### config.mk
export PLATFORM = sky130hd
export DESIGN_NAME = rlc_pdu_header_parser
export DESIGN_NICKNAME = d
export VERILOG_FILES = /design/src/rtl/rlc_pkg.sv /design/src/rtl/rlc_in_reg.sv /design/src/rtl/rlc_decode.sv /design/src/rtl/rlc_out_reg.sv /design/src/rtl/rlc_pdu_header_parser.sv
export SDC_FILE = /design/constraint.sdc
export NUM_CORES = 1
export LEC_CHECK = 0
export CORE_MARGIN = 1
export CORE_UTILIZATION = 58
export DETAILED_ROUTE_END_ITERATION = 8
export DONT_BUFFER_PORTS = 1
export PLACE_DENSITY = 0.77
export RECOVER_POWER = 25
export SLEW_MARGIN = 20
export SYNTH_ARGS = -nofsm -noshare
export SYNTH_HDL_FRONTEND = slang
export SYNTH_SLANG_ARGS = --single-unit
export TNS_END_PERCENT = 10
### constraint.sdc
create_clock -name clk_i -period 5.9 [get_ports clk_i]
set_clock_uncertainty 0.1 [all_clocks]
set_input_delay 1.18 -clock clk_i [delete_from_list [all_inputs] [get_ports clk_i]]
set_output_delay 1.18 -clock clk_i [all_outputs]
set_load 0.03 [all_outputs]
### src/rtl/rlc_pkg.sv
`timescale 1ns / 1ps
// ----------------------------------------------------------------------------
// rlc_pkg
// Types and codes shared by the RLC PDU header parser modules.
// ----------------------------------------------------------------------------
package rlc_pkg;

  typedef struct packed {
    logic [7:0] pdu_byte;
    logic       start_of_pdu;
  } in_item_t;

  typedef struct packed {
    logic [2:0]  byte_role;
    logic [1:0]  pdu_kind;
    logic [11:0] seq_number;
    logic        poll_flag;
    logic [1:0]  header_extension;
    logic [6:0]  length_indicator;
    logic [1:0]  li_class;
    logic        ext_flag;
    logic [2:0]  control_type;
    logic [3:0]  sufi_type;
    logic        header_invalid;
  } out_item_t;

  // octet roles
  localparam logic [2:0] ROLE_FIRST      = 3'd0;
  localparam logic [2:0] ROLE_AM_SECOND  = 3'd1;
  localparam logic [2:0] ROLE_LI         = 3'd2;
  localparam logic [2:0] ROLE_PAYLOAD    = 3'd3;
  localparam logic [2:0] ROLE_CTRL_BODY  = 3'd4;
  localparam logic [2:0] ROLE_UNEXPECTED = 3'd5;

  // PDU kinds
  localparam logic [1:0] KIND_UM_DATA    = 2'd0;
  localparam logic [1:0] KIND_AM_DATA    = 2'd1;
  localparam logic [1:0] KIND_AM_CTRL    = 2'd2;

  // length indicator classes
  localparam logic [1:0] LIC_ORDINARY    = 2'd0;
  localparam logic [1:0] LIC_RESERVED    = 2'd1;
  localparam logic [1:0] LIC_PIGGYBACK   = 2'd2;
  localparam logic [1:0] LIC_PADDING     = 2'd3;

  localparam logic [6:0] LI_RESERVED     = 7'd125;
  localparam logic [6:0] LI_PIGGYBACK    = 7'd126;
  localparam logic [6:0] LI_PADDING      = 7'd127;

  // header extension codes
  localparam logic [1:0] HE_PAYLOAD      = 2'd0;
  localparam logic [1:0] HE_LI           = 2'd1;

  // control PDU types
  localparam logic [2:0] CT_STATUS       = 3'd0;
  localparam logic [2:0] CT_RESET_ACK    = 3'd2;

  // mode register
  localparam logic       MODE_UM         = 1'b0;
  localparam logic       MODE_AM         = 1'b1;

endpackage

### src/rtl/rlc_in_reg.sv
`timescale 1ns / 1ps
// ----------------------------------------------------------------------------
// rlc_in_reg
// Input register stage: holds one octet until the decode stage takes it.
// ----------------------------------------------------------------------------
module rlc_in_reg (
  input  logic              clk_i,
  input  logic              rst_ni,
  input  logic              in_valid_i,
  output logic              in_stall_o,
  input  rlc_pkg::in_item_t in_item_i,
  output logic              out_valid_o,
  input  logic              out_stall_i,
  output rlc_pkg::in_item_t out_item_o
);

  logic              valid_q;
  rlc_pkg::in_item_t item_q;
  logic              load;

  // full and blocked downstream: hold
  assign in_stall_o = valid_q && out_stall_i;
  assign load       = in_valid_i && !in_stall_o;

  always_ff @(posedge clk_i or negedge rst_ni) begin
    if (!rst_ni) begin
      valid_q <= 1'b0;
    end else if (!in_stall_o) begin
      valid_q <= in_valid_i;
    end
  end

  always_ff @(posedge clk_i) begin
    if (load) begin
      item_q <= in_item_i;
    end
  end

  assign out_valid_o = valid_q;
  assign out_item_o  = item_q;

endmodule

### src/rtl/rlc_decode.sv
`timescale 1ns / 1ps
// ----------------------------------------------------------------------------
// rlc_decode
// Header decode: tags one octet and advances the parse phase on each transfer.
// ----------------------------------------------------------------------------
module rlc_decode (
  input  logic               clk_i,
  input  logic               rst_ni,
  input  logic               advance_i,
  input  logic               rlc_mode_i,
  input  rlc_pkg::in_item_t  item_i,
  output rlc_pkg::out_item_t result_o
);

  localparam logic [2:0] PH_FIRST   = 3'd0;
  localparam logic [2:0] PH_AM2     = 3'd1;
  localparam logic [2:0] PH_LI      = 3'd2;
  localparam logic [2:0] PH_PAYLOAD = 3'd3;
  localparam logic [2:0] PH_CTRL    = 3'd4;
  localparam logic [2:0] PH_BAD     = 3'd5;

  logic [2:0] phase_q, phase_d;
  logic [7:0] held_q, held_d;
  logic [1:0] kind_q, kind_d;

  logic [7:0]  b;
  logic [15:0] hdr;
  logic [2:0]  ct;
  logic [6:0]  li;

  assign b   = item_i.pdu_byte;
  assign hdr = {held_q, b};
  assign ct  = b[6:4];
  assign li  = b[7:1];

  always_comb begin
    result_o = '0;
    phase_d  = phase_q;
    held_d   = held_q;
    kind_d   = kind_q;

    if (item_i.start_of_pdu) begin
      result_o.byte_role = rlc_pkg::ROLE_FIRST;
      held_d = b;
      if (rlc_mode_i == rlc_pkg::MODE_UM) begin
        kind_d = rlc_pkg::KIND_UM_DATA;
        result_o.seq_number = {5'd0, li};
        result_o.ext_flag   = b[0];
        phase_d = b[0] ? PH_LI : PH_PAYLOAD;
      end else if (b[7]) begin
        kind_d  = rlc_pkg::KIND_AM_DATA;
        phase_d = PH_AM2;
      end else begin
        kind_d = rlc_pkg::KIND_AM_CTRL;
        result_o.control_type = ct;
        if (ct == rlc_pkg::CT_STATUS) begin
          result_o.sufi_type = b[3:0];
        end
        if (ct > rlc_pkg::CT_RESET_ACK) begin
          result_o.header_invalid = 1'b1;
          phase_d = PH_BAD;
        end else begin
          phase_d = PH_CTRL;
        end
      end
    end else begin
      unique case (phase_q)
        PH_AM2: begin
          result_o.byte_role        = rlc_pkg::ROLE_AM_SECOND;
          result_o.seq_number       = hdr[14:3];
          result_o.poll_flag        = hdr[2];
          result_o.header_extension = b[1:0];
          if (b[1:0] == rlc_pkg::HE_PAYLOAD) begin
            phase_d = PH_PAYLOAD;
          end else if (b[1:0] == rlc_pkg::HE_LI) begin
            phase_d = PH_LI;
          end else begin
            result_o.header_invalid = 1'b1;
            phase_d = PH_BAD;
          end
        end
        PH_LI: begin
          result_o.byte_role        = rlc_pkg::ROLE_LI;
          result_o.length_indicator = li;
          result_o.ext_flag         = b[0];
          if (li == rlc_pkg::LI_RESERVED) begin
            result_o.li_class = rlc_pkg::LIC_RESERVED;
          end else if (li == rlc_pkg::LI_PIGGYBACK) begin
            result_o.li_class = rlc_pkg::LIC_PIGGYBACK;
          end else if (li == rlc_pkg::LI_PADDING) begin
            result_o.li_class = rlc_pkg::LIC_PADDING;
          end else begin
            result_o.li_class = rlc_pkg::LIC_ORDINARY;
          end
          if (!b[0]) begin
            phase_d = PH_PAYLOAD;
          end
        end
        PH_PAYLOAD: result_o.byte_role = rlc_pkg::ROLE_PAYLOAD;
        PH_CTRL:    result_o.byte_role = rlc_pkg::ROLE_CTRL_BODY;
        default:    result_o.byte_role = rlc_pkg::ROLE_UNEXPECTED;
      endcase
    end

    // kind reflects the PDU being parsed, including a new one starting now
    result_o.pdu_kind = kind_d;
  end

  always_ff @(posedge clk_i or negedge rst_ni) begin
    if (!rst_ni) begin
      phase_q <= PH_FIRST;
      held_q  <= '0;
      kind_q  <= rlc_pkg::KIND_UM_DATA;
    end else if (advance_i) begin
      phase_q <= phase_d;
      held_q  <= held_d;
      kind_q  <= kind_d;
    end
  end

endmodule

### src/rtl/rlc_out_reg.sv
`timescale 1ns / 1ps
// ----------------------------------------------------------------------------
// rlc_out_reg
// Result register: holds one tagged octet until the sink takes it.
// ----------------------------------------------------------------------------
module rlc_out_reg (
  input  logic               clk_i,
  input  logic               rst_ni,
  input  logic               in_valid_i,
  output logic               in_stall_o,
  input  rlc_pkg::out_item_t in_item_i,
  output logic               out_valid_o,
  input  logic               out_stall_i,
  output rlc_pkg::out_item_t out_item_o
);

  logic               valid_q;
  rlc_pkg::out_item_t item_q;

  assign in_stall_o = valid_q && out_stall_i;

  always_ff @(posedge clk_i or negedge rst_ni) begin
    if (!rst_ni) begin
      valid_q <= 1'b0;
    end else if (!in_stall_o) begin
      valid_q <= in_valid_i;
    end
  end

  always_ff @(posedge clk_i) begin
    if (in_valid_i && !in_stall_o) begin
      item_q <= in_item_i;
    end
  end

  assign out_valid_o = valid_q;
  assign out_item_o  = item_q;

endmodule

### src/rtl/rlc_pdu_header_parser.sv
`timescale 1ns / 1ps
// ----------------------------------------------------------------------------
// rlc_pdu_header_parser
// RLC PDU header parser: tags each octet of a UM or AM PDU with its role and
// extracts sequence number, poll, header extension and length indicators.
//
//   channel   direction  handshake              payload
//   in        sink       in_valid_i/in_stall_o  in_item_i  (pdu_byte, start)
//   out       source     out_valid_o/out_stall_i out_item_o (tagged octet)
//   cfg       sink       cfg_valid_i/cfg_ready_o cfg_data_i (rlc_mode)
//
// One octet per cycle sustained while the output does not stall; each octet passes
// through the input register, decode and the result register.
// Reset clears both stages and returns the parser to expecting a first octet.
// A stall at the output holds the result register and backs up to the input
// register; the block keeps accepting while the result register drains.
// cfg is always ready; the mode is sampled on each start-of-PDU octet.
// ----------------------------------------------------------------------------
module rlc_pdu_header_parser (
  input  logic               clk_i,
  input  logic               rst_ni,
  input  logic               in_valid_i,
  output logic               in_stall_o,
  input  rlc_pkg::in_item_t  in_item_i,
  output logic               out_valid_o,
  input  logic               out_stall_i,
  output rlc_pkg::out_item_t out_item_o,
  input  logic               cfg_valid_i,
  output logic               cfg_ready_o,
  input  logic               cfg_data_i
);

  logic               mode_q;
  logic               dec_valid;
  logic               dec_stall;
  rlc_pkg::in_item_t  dec_item;
  rlc_pkg::out_item_t dec_result;

  assign cfg_ready_o = 1'b1;

  always_ff @(posedge clk_i or negedge rst_ni) begin
    if (!rst_ni) begin
      mode_q <= rlc_pkg::MODE_UM;
    end else if (cfg_valid_i && cfg_ready_o) begin
      mode_q <= cfg_data_i;
    end
  end

  rlc_in_reg u_in_reg (
    .clk_i       (clk_i),
    .rst_ni      (rst_ni),
    .in_valid_i  (in_valid_i),
    .in_stall_o  (in_stall_o),
    .in_item_i   (in_item_i),
    .out_valid_o (dec_valid),
    .out_stall_i (dec_stall),
    .out_item_o  (dec_item)
  );

  rlc_decode u_decode (
    .clk_i      (clk_i),
    .rst_ni     (rst_ni),
    .advance_i  (dec_valid && !dec_stall),
    .rlc_mode_i (mode_q),
    .item_i     (dec_item),
    .result_o   (dec_result)
  );

  rlc_out_reg u_out_reg (
    .clk_i       (clk_i),
    .rst_ni      (rst_ni),
    .in_valid_i  (dec_valid),
    .in_stall_o  (dec_stall),
    .in_item_i   (dec_result),
    .out_valid_o (out_valid_o),
    .out_stall_i (out_stall_i),
    .out_item_o  (out_item_o)
  );

  // only header octets may carry the invalid flag
  a_invalid_on_header: assert property (@(posedge clk_i) disable iff (!rst_ni)
    out_valid_o && out_item_o.header_invalid |->
      (out_item_o.byte_role == rlc_pkg::ROLE_FIRST ||
       out_item_o.byte_role == rlc_pkg::ROLE_AM_SECOND))
    else $error("header_invalid on a non-header octet");

  a_li_class_on_li: assert property (@(posedge clk_i) disable iff (!rst_ni)
    out_valid_o && (out_item_o.li_class != rlc_pkg::LIC_ORDINARY) |->
      out_item_o.byte_role == rlc_pkg::ROLE_LI)
    else $error("li_class set outside a length indicator octet");

  a_poll_on_second: assert property (@(posedge clk_i) disable iff (!rst_ni)
    out_valid_o && out_item_o.poll_flag |->
      out_item_o.byte_role == rlc_pkg::ROLE_AM_SECOND &&
      out_item_o.pdu_kind == rlc_pkg::KIND_AM_DATA)
    else $error("poll flag outside second AM data header octet");

  a_start_is_first: assert property (@(posedge clk_i) disable iff (!rst_ni)
    dec_valid && !dec_stall && dec_item.start_of_pdu |=>
      out_valid_o && out_item_o.byte_role == rlc_pkg::ROLE_FIRST)
    else $error("start-of-PDU octet not tagged as first header octet");

endmodule

* Word-level counts from Yosys, hierarchy flattened
Index checks and enable logic that the tools add are counted.
Storage, ports and cells: register bits after elaboration 62, input port bits 15, output and inout port bits 41, logic and storage cells 80
Cells by class: $lt $le $gt $ge 1, equality and inequality tests 9, mux-type cells 29, bitwise logic cells 5, reduce and logical (&&, ||, !) cells 16
Operator list (count):
- == test 7 bit (second input constant) | 3
- 2-to-1 mux 3 bit | 6
- 2-to-1 mux 15 bit | 1
- 2-to-1 mux 1 bit | 13
- 2-to-1 mux 12 bit | 1
- one-hot mux 3 bit (4 select lines) | 1
- 2-to-1 mux 2 bit | 5
- 2-to-1 mux 7 bit | 1
- == test 3 x 2 -> 1 bit (second input constant) | 2
- one-hot mux 3 bit (2 select lines) | 1
- OR reduction 3 bit | 2
- NOT 1 bit | 5
- logical AND 1 bit | 4
- OR reduction 2 bit | 2
- OR reduction 4 bit | 1
- == test 3 x 1 -> 1 bit (second input constant) | 1
- == test 3 bit (second input constant) | 1
- greater-than comparator 3 x 2 -> 1 bit (second input constant) | 1
- logical NOT 3 bit | 1
- inequality test 3 bit (second input constant) | 1
- AND reduction 3 bit | 1
- nonzero test 3 bit | 1
- == test 2 x 1 -> 1 bit (second input constant) | 1
- logical NOT 1 bit | 2
- 2 further kinds | 2

* Depth between registers and ports, before layout
depth in word-level cells 5, gate-level depth with buffers 4, gate-level depth less buffers 3

* Hierarchy
From an unflattened synthesis, not the netlist that was laid out.
Unflattened totals: cell total of the unflattened synthesis 169, area total of the unflattened synthesis 2547.4 µm²
Modules (own cells, without submodules):
- rlc_out_reg | instances 1, cells an instance 42, area each 1191.1 µm², sequential area each 1166.1 µm²
- rlc_decode | instances 1, cells an instance 109, area each 978.4 µm², sequential area each 300.3 µm²
- rlc_in_reg | instances 1, cells an instance 13, area each 320.3 µm², sequential area each 295.3 µm²
- rlc_pdu_header_parser | instances 1, cells an instance 5, area each 57.6 µm², sequential area each 25.0 µm²

* Worst setup path before layout
Ideal clock, no wire load.
kind input to register, start point in out_stall_i, end point reg u_decode.held_q[1], library setup time 0.125 ns, arrival time 2.569 ns, required time 5.675 ns, setup slack 3.106 ns, stages on the path 3, path buffers 0, path through a21boi_4 -> nand2_4 -> mux2_4
On the way: cells in the longest elaborated chain, start to end 4
RTL lines:
- start, declared | RTL line rlc_pdu_header_parser.sv:26 | input logic out_stall_i,
- logical AND 1 bit | RTL line rlc_out_reg.sv:20 | assign in_stall_o = valid_q && out_stall_i;
- logical NOT 1 bit
- logical AND 1 bit | RTL line rlc_pdu_header_parser.sv:63 | .advance_i (dec_valid && !dec_stall),
- AND reduction 2 bit (no source line)
- end signal, assigned | RTL line rlc_decode.sv:116 | held_q <= held_d;
- end, declared | RTL line rlc_decode.sv:23 | logic [7:0] held_q, held_d;
No other way between the ends. A chain may end at the register's enable or synchronous reset.

* Worst setup path in the final report
start point in out_stall_i, end point out in_stall_o
On the way: cells in the longest elaborated chain, start to end 2
RTL lines:
- logical AND 1 bit | RTL line rlc_out_reg.sv:20
- logical AND 1 bit | RTL line rlc_in_reg.sv:22 | assign in_stall_o = valid_q && out_stall_i;
- end, declared | RTL line rlc_pdu_header_parser.sv:23 | output logic in_stall_o,
No other way between the ends.

==> flow_summary.toml <==
[status]
status = "finished clean"

[setup_path]
cp-end-kind = "primary output"
max_stage_delay_ps = 250
r2r-end = "u_out_reg.out_item_o[9]$_SDFFCE_PP0P_"
crit_start = "out_stall_i"
reg2reg_slack_ps = 3590
endpoint = "in_stall_o"
reg2reg_from = "u_in_reg.out_item_o[0]$_DFFE_PP_"
path_cells = "nand3_1, inv_1"
cp_max_fo = 3
worstRegToRegCells = 3
arrival_ps = 1510
cp_top_family = "buffers and inverters"
slowest_stage = "inv_1"
crit_required_ps = 4620
critPathBufInv = 1
cp-start-kind = "input port"
crit_type = "input port to primary output"
cp_num_cells = 2

[detailed_routing]
dr.pass1.iters = 4
ant_nets = 0
wl_mm = 4.19
via_count = 1288
drcViolationCount = 0
routed_via_density = 5.94
wl_per_cell_um = 19.3
drtIter0Drc = 128

[floorplan]
fp.dieH_um = 68.6
rows = 23
core_area_um2 = 4120
num_io_pins = 56
initial_core_util_pct = 62.4
die_width_um = 68.6
dieArea_um2 = 4700

[logic_synthesis]
synth-edff-count = 47
synth_top_flop_cell = "edfxtp_1"
synth_area_um2 = 2570
ys_async_sr_fraction_pct = 24.2
synth.distinct_cells = 43
avgSynthCellArea_um2 = 16.3
ys_seq_area_share_pct = 69.6
ys_ff_latch = 62
yosys_warnings = 0
syn-num-nets = 173
synthCells = 158

[grt]
grt_pass1_wl_mm = 6.29
antenna_found_initial = 0
gr-total-overflow = 0
grt_pass1_vias = 1191
grt_max_degree = 46
track_usage_pct = 20.3

[power_and_ir_drop]
seqPwrFrac_pct = 58.8
combPwrFrac_pct = 8.5
ir_worst_vdd_uv = 193
p_int_mw = 0.771
power.switching_mw = 0.285
leakage_nw = 1.06
swShare_pct = 27.0
pwr-share-clk_pct = 32.7
power_density_nw_per_um2 = 386

[finish]
nNetsFinal = 177
drive_gt1_share_pct = 21.0
syn2layout_area_growth_pct = 6.58
antenna_cells = 0

[clocking]
htree_num_levels = 3
clock-root-buffer = "clkbuf_8"
cts_resized = 0
cts_sinks = 62
cts_hold_buf = 0
cts-buffers-inserted = 9
cts_tree = "yes"
clock_latency_ps = 330
clockBufferDepth = 2
postCtsSetupBuffers = 0
cts.clk_slew.worst_paths_ps = 60

[placement]
post-dp-hpwl_mm = 2.83
place_congestion = 0.796
port_buffers = 0

[timing]
drv_slew = 0
setup_tns_ps = 0
post-route-period-util_pct = 47.3
max-slew-margin-rel_pct = 24.2
setup_violations = 0
timing_hold_violations_final = 0
fmax_mhz = 358
hold_slack_ps = 412
tightest_slew_ps = 1120
min_period_ps = 2790
rsz0062_at_grt = "no"

[run]
maxCapViolCount = 0

[min_path]
hp-class = "register to register"
cell usage in the layout, fill, tap and decap left out, types with 2 or more instances in the layout:
| cell type | n |
|---|---|
| inv_1 | 4 |
| mux2_4 | 7 |
| nand2_1 | 2 |
| and2_1 | 18 |
| nor2_1 | 5 |
| clkbuf_1 | 3 |
| nand3_1 | 2 |
| and2_2 | 7 |
| edfxtp_1 | 47 |
| nor4b_1 | 2 |
| o21ai_0 | 2 |
| o21a_1 | 3 |
| nor3b_1 | 2 |
| nor2b_1 | 2 |
| clkbuf_8 | 9 |
| clkinv_2 | 2 |
| a22o_1 | 8 |
| dfrtp_1 | 15 |
final cells by class:
cell class / count / area, um2
Fill cell: 272 / 1380
Multi-Input combinational cell: 84 / 683
Clock inverter: 4 / 47.5
Tap cell: 50 / 62.6
Clock buffer: 12 / 135
Sequential cell: 62 / 1790
Timing Repair Buffer: 1 / 7.51
Inverter: 4 / 15.0
through the flow:
| stage | cells | instance area [um2] | setup slack [ps] | power [mW] | util, % |
|---|---|---|---|---|---|
| after floorplan | 158 | 2570 | 3110 | 0.710 | - |
| after global placement | 201 | 2570 | 3130 | 0.715 | 62.5 |
| after detailed placement | 201 | 2570 | 3110 | 0.724 | 62.5 |
| after CTS | 217 | 2750 | 3110 | 1.07 | 66.9 |
| after global routing | 217 | 2740 | 3090 | 1.10 | 66.5 |
| final | 217 | 2740 | 3110 | 1.06 | 66.5 |
synth_stat cells, drive strengths merged, types with 2 or more instances:
cell / n / area share [%]
o21ai: 3 / 0.58
o21a: 3 / 0.88
nor3b: 2 / 0.58
a22o: 8 / 2.7
nor2: 5 / 0.73
nand3: 2 / 0.39
dfrtp: 15 / 15
buf: 7 / 2.5
nor4b: 4 / 2.8
edfxtp: 47 / 55
nand2: 3 / 0.73
mux2: 8 / 4.5
nor2b: 2 / 0.49
and2: 25 / 6.4
inv: 4 / 0.58
metal layers:
layer  GRT usage (%)  share of wire, %  wire [um]
met3            8.39               6.4        266
met5               0                 0          0
met1            26.3                47       1950
met4            10.9               1.8         77
met2            29.0                45       1890
power groups by stage:
stage	logic (mW)	registers, mW	clock network [mW]
4_1_cts	0.0922	0.623	0.351
6_report	0.0894	0.621	0.345
3_3_place_gp	0.0871	0.628	0
3_5_place_dp	0.0919	0.632	0
2_1_floorplan	0.107	0.603	0
5_1_grt	0.0985	0.628	0.370
cells by family (layout without fill, tap and decap cells):
logic type             after synthesis  in the layout  synth area share (%)
multiplexers                         9              9                  4.92
flip-flops                          62             62                  69.6
other                                1              1                 0.146
AND/OR/NAND/NOR                     50             50                  14.3
AO/OA/AOI/OAI                       23             23                  7.50
XOR/XNOR                             1              1                 0.341
buffers and inverters               12             21                  3.26
flip-flops by register name, summed over array words and instances, names as in the netlist:
register,count
u_out_reg.out_item_o,38
u_in_reg.out_item_o,9
u_decode.held_q,7
u_decode.phase_q,3
u_decode.kind_q,2
mode_q,1
u_in_reg.out_valid_o,1
u_out_reg.out_valid_o,1
worst reg2reg max path, delay by kind of cell, from the launching register on:
family	cells	cell delay [ps]
flip-flops	1	650
AND/OR/NAND/NOR	3	1430
worst min-delay path by stage:
stage                                                 from                                end  cells past startpoint
after floorplan           u_in_reg.out_valid_o$_DFFE_PN0N_  u_out_reg.out_valid_o$_DFFE_PN0N_                      1
after global placement    u_in_reg.out_valid_o$_DFFE_PN0N_  u_out_reg.out_valid_o$_DFFE_PN0N_                      1
after detailed placement  u_in_reg.out_valid_o$_DFFE_PN0N_  u_out_reg.out_valid_o$_DFFE_PN0N_                      1
after CTS                   u_decode.held_q[6]$_DFFE_PN0P_     u_decode.held_q[6]$_DFFE_PN0P_                      1
after global routing                                rst_ni     u_decode.held_q[1]$_DFFE_PN0P_                      0
final                       u_decode.held_q[6]$_DFFE_PN0P_     u_decode.held_q[6]$_DFFE_PN0P_                      1
Note: power is estimated with default switching activity, not from simulation.
